`config.mk`:
```
export PLATFORM = sky130hd
export DESIGN_NAME = vsca_front
export DESIGN_NICKNAME = d
export VERILOG_FILES = /design/src/rtl/vsca_pkg.sv /design/src/rtl/vsca_front.sv
export SDC_FILE = /design/constraint.sdc
export NUM_CORES = 1
export LEC_CHECK = 0
export ABC_AREA = 1
export BUFFER_PORTS_ARGS = -buffer_cell sky130_fd_sc_hd__buf_2
export CAP_MARGIN = 20
export CORE_ASPECT_RATIO = 2
export CORE_MARGIN = 1
export CORE_UTILIZATION = 45
export CTS_BUF_LIST = sky130_fd_sc_hd__clkbuf_2 sky130_fd_sc_hd__clkbuf_4 sky130_fd_sc_hd__clkbuf_8
export CTS_CLUSTER_SIZE = 10
export DETAILED_ROUTE_END_ITERATION = 7
export HOLD_SLACK_MARGIN = 0.02
export PLACE_DENSITY = 0.77
export SLEW_MARGIN = 20
export SYNTH_ARGS = -nofsm -noshare
export SYNTH_HDL_FRONTEND = slang
export SYNTH_SLANG_ARGS = --single-unit
```
`constraint.sdc`:
```
create_clock -name clk_i -period 4.55 [get_ports clk_i]
set_input_delay 0.455 -clock clk_i [delete_from_list [all_inputs] [get_ports clk_i]]
set_output_delay 0.455 -clock clk_i [all_outputs]
set_load 0.01 [all_outputs]
```
`src/rtl/vsca_pkg.sv`:
```
// shared types, constants and codes of the voice allocator
package vsca_pkg;

  localparam int unsigned VOICES  = 128;
  localparam int unsigned IDX_W   = (VOICES > 1) ? $clog2(VOICES) : 1;
  localparam int unsigned CNT_W   = $clog2(VOICES + 1);
  localparam int unsigned QDEPTH  = 2;
  localparam int unsigned QPTR_W  = (QDEPTH > 1) ? $clog2(QDEPTH) : 1;
  localparam int unsigned QCNT_W  = $clog2(QDEPTH + 1);

  localparam logic [1:0]  OP_START = 2'd0;
  localparam logic [1:0]  OP_STOP  = 2'd1;
  localparam logic [1:0]  OP_CLEAR = 2'd2;

  localparam logic [3:0]  SLOT_NONE = 4'h0;
  localparam logic [3:0]  SLOT_ANY  = 4'hF;
  localparam logic [31:0] LIFE_MAX  = 32'h7fff_ffff;

  typedef enum logic [1:0] {
    CMD_START,
    CMD_STOP,
    CMD_CLEAR,
    CMD_NOP
  } cmd_e;

  typedef struct packed {
    cmd_e        kind;
    logic [15:0] entity;
    logic [3:0]  slot;
    logic [30:0] now;
    logic [31:0] end_time;
    logic        audible;
    logic        slot_any;
    logic        slot_none;
  } cmd_t;

  typedef struct packed {
    logic [15:0] owner;
    logic [3:0]  slot;
    logic [31:0] end_time;
    logic        active;
  } voice_t;

  typedef struct packed {
    logic full;
    logic empty;
  } q_stat_t;

endpackage

```
`src/rtl/vsca_front.sv`:
```
// request intake: decodes each word and queues it for the scan engine
module vsca_front (
  input  logic                 clk_i,
  input  logic                 rst_ni,
  input  logic                 start_i,
  output logic                 busy_o,
  input  logic [1:0]           opcode_i,
  input  logic [15:0]          entity_i,
  input  logic [3:0]           slot_i,
  input  logic [30:0]          now_time_i,
  input  logic [23:0]          sound_length_i,
  input  logic                 audible_i,
  output vsca_pkg::cmd_t       cmd_o,
  output logic                 cmd_valid_o,
  input  logic                 cmd_pop_i,
  output vsca_pkg::q_stat_t    stat_o
);

  vsca_pkg::cmd_t                    q_mem_q [vsca_pkg::QDEPTH];
  logic [vsca_pkg::QPTR_W-1:0]       wr_ptr_q, wr_ptr_d;
  logic [vsca_pkg::QPTR_W-1:0]       rd_ptr_q, rd_ptr_d;
  logic [vsca_pkg::QCNT_W-1:0]       cnt_q, cnt_d;
  vsca_pkg::cmd_t                    dec;
  logic                              push, pop, full, empty;

  always_comb begin
    dec           = '0;
    dec.entity    = entity_i;
    dec.slot      = slot_i;
    dec.now       = now_time_i;
    dec.end_time  = {1'b0, now_time_i} + {8'd0, sound_length_i};
    dec.audible   = audible_i;
    dec.slot_any  = (slot_i == vsca_pkg::SLOT_ANY);
    dec.slot_none = (slot_i == vsca_pkg::SLOT_NONE);
    unique case (opcode_i)
      vsca_pkg::OP_START: dec.kind = vsca_pkg::CMD_START;
      vsca_pkg::OP_STOP:  dec.kind = vsca_pkg::CMD_STOP;
      vsca_pkg::OP_CLEAR: dec.kind = vsca_pkg::CMD_CLEAR;
      default:            dec.kind = vsca_pkg::CMD_NOP;
    endcase
  end

  assign full  = (cnt_q == vsca_pkg::QCNT_W'(vsca_pkg::QDEPTH));
  assign empty = (cnt_q == '0);
  assign push  = start_i && !full;
  assign pop   = cmd_pop_i && !empty;

  always_comb begin
    wr_ptr_d = wr_ptr_q;
    rd_ptr_d = rd_ptr_q;
    cnt_d    = cnt_q;
    if (push) begin
      wr_ptr_d = (wr_ptr_q == vsca_pkg::QPTR_W'(vsca_pkg::QDEPTH - 1)) ? '0 : wr_ptr_q + 1'b1;
    end
    if (pop) begin
      rd_ptr_d = (rd_ptr_q == vsca_pkg::QPTR_W'(vsca_pkg::QDEPTH - 1)) ? '0 : rd_ptr_q + 1'b1;
    end
    if (push && !pop) begin
      cnt_d = cnt_q + 1'b1;
    end else if (pop && !push) begin
      cnt_d = cnt_q - 1'b1;
    end
  end

  always_ff @(posedge clk_i or negedge rst_ni) begin
    if (!rst_ni) begin
      wr_ptr_q <= '0;
      rd_ptr_q <= '0;
      cnt_q    <= '0;
    end else begin
      wr_ptr_q <= wr_ptr_d;
      rd_ptr_q <= rd_ptr_d;
      cnt_q    <= cnt_d;
    end
  end

  always_ff @(posedge clk_i) begin
    if (push) begin
      q_mem_q[wr_ptr_q] <= dec;
    end
  end

  assign busy_o       = full;
  assign cmd_o        = q_mem_q[rd_ptr_q];
  assign cmd_valid_o  = !empty;
  assign stat_o.full  = full;
  assign stat_o.empty = empty;

endmodule

```
Word-level counts from Yosys, hierarchy flattened. Memory sizes are Yosys's and may differ from the RTL's. Cells that the tools add are included.

RAM bits: 176. Flip-flop bits (word level): 4. Output and inout bits: 92. Memories kept: 1.

Reduce and logical (&&, ||, !) cells: 12. $add $sub $neg: 5. Eq/ne operators: 4. Multiplexer cells: 7.

Memory list: q_mem_q (words 2, bits a word 88, read ports 1, clocked after Yosys merged registers in 0, wr ports 1, RTL line vsca_front.sv:19) `vsca_pkg::cmd_t q_mem_q [vsca_pkg::QDEPTH];`.

Operators with widths (number): 31-bit by 24-bit adder with 32-bit output (1); 2-bit case mux with 3 select lines (1); 2-bit equality test, second input constant (2); 4-bit equality test, second input constant (1); 1-bit logical AND (4); 1-bit zero test (4); 2-bit zero test (2); 4-bit zero test (1); 1-bit 2-to-1 mux (4); 2-bit 2-to-1 mux (2); 1-bit adder, second input constant (2); 2-bit by 1-bit adder with 2-bit output, second input constant (1); 2-bit by 1-bit equality test with 1-bit output, second input constant (1); 2-bit nonzero test (1); 2-bit by 1-bit subtractor with 2-bit output, second input constant (1).

Longest topological paths before layout.
Word-level depth: 7. Depth in mapped cells: 12.

Least setup slack after synthesis. OpenSTA, ideal clock, no wires.

Kind: input port to flip-flop. Start point: input port start_i. End point: memory q_mem_q[1][0] in the netlist's numbering, enable pin. Path slack: -0.272 ns. Required time: 4.013 ns. Cell stages on the path: 2. Arrival: 4.285 ns. Path buffers: 0. Path through: o21ai_0 -> nor2_1.

Cells in the longest elaborated chain, start to end: 3.

Ends and longest elaborated chain: start, declared (RTL line vsca_front.sv:5) `input logic start_i,`; 1-bit logical AND (RTL line vsca_front.sv:45) `assign push = start_i && !full;`; 1-bit 2-to-1 mux (RTL line vsca_front.sv:78) `if (push) begin`; 1-bit 2-to-1 mux (not written as such) (RTL line vsca_front.sv:79) `q_mem_q[wr_ptr_q] <= dec;`; end, declared (RTL line vsca_front.sv:19).

Every way passes these cells.

==> flow_summary.json <==
{
  "outcome": "finished, final reports clean",
  "grt_setup_unrepaired": "false",
  "hold_class": "in2reg",
  "synth_compound_area_frac": 0.0147,
  "synth_area_per_cell_sq_um": 9.48,
  "dr.pass1.iters": 5,
  "timing.fmax_mhz": 350,
  "crit_path_start": "rd_ptr_q$_DFFE_PN0P_",
  "detail-route-antenna-nets": 0,
  "worstReg2RegStart": "cnt_q[1]$_DFFE_PN0P_",
  "drt_drc_violations_left": 0,
  "met3_usage": 0.0472,
  "p_int_w": 0.00351,
  "instances_no_fill": 1366,
  "synthCells": 924,
  "finClkSkew_ns": 0.0147,
  "slew_headroom": 0.349,
  "muxShareOfSynthArea": 0,
  "hp-start": "entity_i[5]",
  "combPwrFrac": 0.364,
  "reg2reg_slack_ns": 2.24,
  "cts_root_buf": "clkbuf_8",
  "maxCapViolCount": 0,
  "portBuffers": 173,
  "switching_power_w": 0.00207,
  "crit_top_cell": "nand2_1",
  "cts-buffers-inserted": 17,
  "yosys.cell_types.count": 26,
  "area_delta_synth_final_pct": 18.2,
  "crit_end": "cmd_o[15]",
  "io_pins": 174,
  "drt_iter0_drc": 270,
  "powerDensity_nw_per_um2": 539,
  "fin_nets": 1206,
  "clock_path_buffers": 2,
  "dieArea_sq_um": 20100,
  "final_cell_mix": "444 x nand2_1, 176 x edfxtp_1, 173 x buf_2",
  "ys_warn_count": 0,
  "required_ns": 4.09,
  "grt-ovfl-total": 0,
  "path_class": "reg2out",
  "max_stage_delay_ns": 0.60,
  "gr-max-usage-layer": "met2",
  "ys_seq_area_frac": 0.615,
  "synth-main-ff-cell": "edfxtp_1",
  "final_hold_viol_count": 0,
  "place.gp.congestion": 0.928,
  "arrival_ns": 2.40,
  "r2r_cells": 4,
  "leakage_nw": 4.96,
  "async_flop_share": 0.0222,
  "cp_max_fo": 48,
  "antennaDiodeCount": 0,
  "synth-adder-area-share": 0.0380,
  "synth_top_family_by_area": "simple AND/OR/NAND/NOR gates",
  "min_period_ns": 2.86,
  "vdd_drop_max_mv": 0.597,
  "crit_path_top_delay_cell": "buf_4",
  "rows": 71,
  "worstSetupEndpointType": "output pin",
  "dp_hpwl_mm": 14.7,
  "setup_slack_ns": 1.69,
  "dp_cells": 1333,
  "rr_endpoint": "q_mem_q[1][26]$_DFFE_PP_",
  "cts.sinks": 180,
  "yosys.area_share.simple": 0.259,
  "htree_num_levels": 4,
  "grt_pass1_vias": 6648,
  "grt_use_total": 0.213,
  "finalSetupViolCount": 0,
  "tns_ns": 0,
  "synth_area_sq_um": 8760,
  "cts_resized": 0,
  "synth-xor-area-share": 0.0180,
  "crit_chain": "inv_2 > buf_4 > nand2_1 > nand2_1 > buf_2",
  "vias_per_cell": 4.78,
  "synth_edf_count": 176,
  "p_seq_frac": 0.428,
  "start_util": 0.463,
  "wirelength_mm": 20.4,
  "postLayoutCellArea_sq_um": 10400,
  "drive_gt1_frac": 0.232,
  "dp_slack_ns": 2.13,
  "fp.dieH_microns": 199,
  "insertion_delay_ns": 0.48,
  "dpl_cell_area_sq_um": 9910,
  "syn-num-nets": 1032,
  "layout_commonest_cell": "nand2_1",
  "grt_pass1_wl_mm": 31.4,
  "finalMaxSlewViolations": 0,
  "vias": 6524,
  "tightest_slew_ns": 0.977,
  "grt_use_met1": 0.193,
  "crit_path_start_kind": "flip-flop",
  "cts_tree": "yes",
  "antenna_found_initial": 0,
  "clkPwrFrac": 0.208,
  "core_sq_um": 18900,
  "ys_ff_latch": 180,
  "met2_usage": 0.416,
  "die_w_microns": 101,
  "finalCritPeriodShare": 0.628,
  "sw_frac_of_total": 0.371,
  "grt_max_degree": 89,
  "fillers": 1704,
  "avgRoutedWirePerCell_microns": 14.9,
  "path_clk_slew_ns": 0.10
}
==> through the flow <==
step,total power (W),hold slack [ns],util
after floorplan,0.00367,0.159,-
after global placement,0.00442,0.267,0.524
after detailed placement,0.00448,0.269,0.524
after CTS,0.00565,0.110,0.547
after global routing,0.00595,0.123,0.547
final,0.00558,0.159,0.547
==> cell usage after synthesis, types with 3 or more instances <==
library cell | count | share of area
a21oi_1 | 17 | 0.0097
a21oi_2 | 3 | 0.0030
buf_2 | 6 | 0.0034
clkbuf_1 | 15 | 0.0064
dfrtp_1 | 4 | 0.011
edfxtp_1 | 176 | 0.60
ha_1 | 25 | 0.036
inv_1 | 100 | 0.043
nand2_1 | 444 | 0.19
nand2_2 | 23 | 0.016
nand3_1 | 24 | 0.014
nand3_2 | 5 | 0.0057
nand4_1 | 4 | 0.0029
nor2_1 | 34 | 0.015
nor2_2 | 6 | 0.0043
nor3_1 | 4 | 0.0023
nor3_2 | 6 | 0.0069
xor2_1 | 17 | 0.017
==> how the worst min path moves through the flow <==
stage / end / slack, ns / cells past startpoint
after floorplan: cnt_q[0]$_DFFE_PN0P_ / 0.16 / 0
after global placement: cnt_q[1]$_DFFE_PN0P_ / 0.27 / 1
after detailed placement: cnt_q[1]$_DFFE_PN0P_ / 0.27 / 1
after CTS: q_mem_q[1][79]$_DFFE_PP_ / 0.11 / 1
after global routing: q_mem_q[0][81]$_DFFE_PP_ / 0.12 / 1
final: q_mem_q[1][75]$_DFFE_PP_ / 0.16 / 1
==> repair_timing <==
action | in CTS | in global routing
endpoints found under the hold margin | 4 | 0
buffers inserted | 0 | 0
endpoints found under the setup margin | 0 | 0
hold buffers | 1 | 0
==> worst max-delay path, delay by kind of cell (launching register included) <==
family	cells	cell delay, ns
AND/OR/NAND/NOR	2	0.23
flip-flops	1	0.41
buffers and inverters	3	1.28
==> flip-flops by register name, summed over array words and instances, names as in the netlist <==
register,count
q_mem_q,176
cnt_q,2
rd_ptr_q,1
wr_ptr_q,1
==> cell type report <==
type,count,area [sq um],share of cell area
Inverter,102,383,0.0370
Timing Repair Buffer,178,931,0.0899
Sequential cell,180,5390,0.520
Multi-Input combinational cell,619,2900,0.280
Clock inverter,14,191,0.0185
Tap cell,255,319,0.0308
Clock buffer,18,241,0.0233
==> power groups by stage <==
stage	Combinational [W]	Clock, W	Sequential (W)
after floorplan	0.00124	0	0.00243
after global placement	0.00201	0	0.00241
after detailed placement	0.00206	0	0.00243
after CTS	0.00206	0.00120	0.00239
after global routing	0.00228	0.00125	0.00242
final	0.00203	0.00116	0.00239
==> layer usage <==
metal  wire length (microns)  vias up
met1                    7120     3012
met2                   11800      180
met3                     806       37
li1                        -     3295
met4                     712        0
met5                       0        -
==> cell families (layout without fill, tap and decap cells) <==
group / after synthesis / after routing
and+or+nand+nor: 552 / 552
xor gates and xnor gates: 18 / 18
DFF: 180 / 180
buffers and inverters: 125 / 312
AOI/OAI and AO/OA: 23 / 23
adders and majority gates: 26 / 26
No activity file was read; power rests on OpenSTA's default activity.
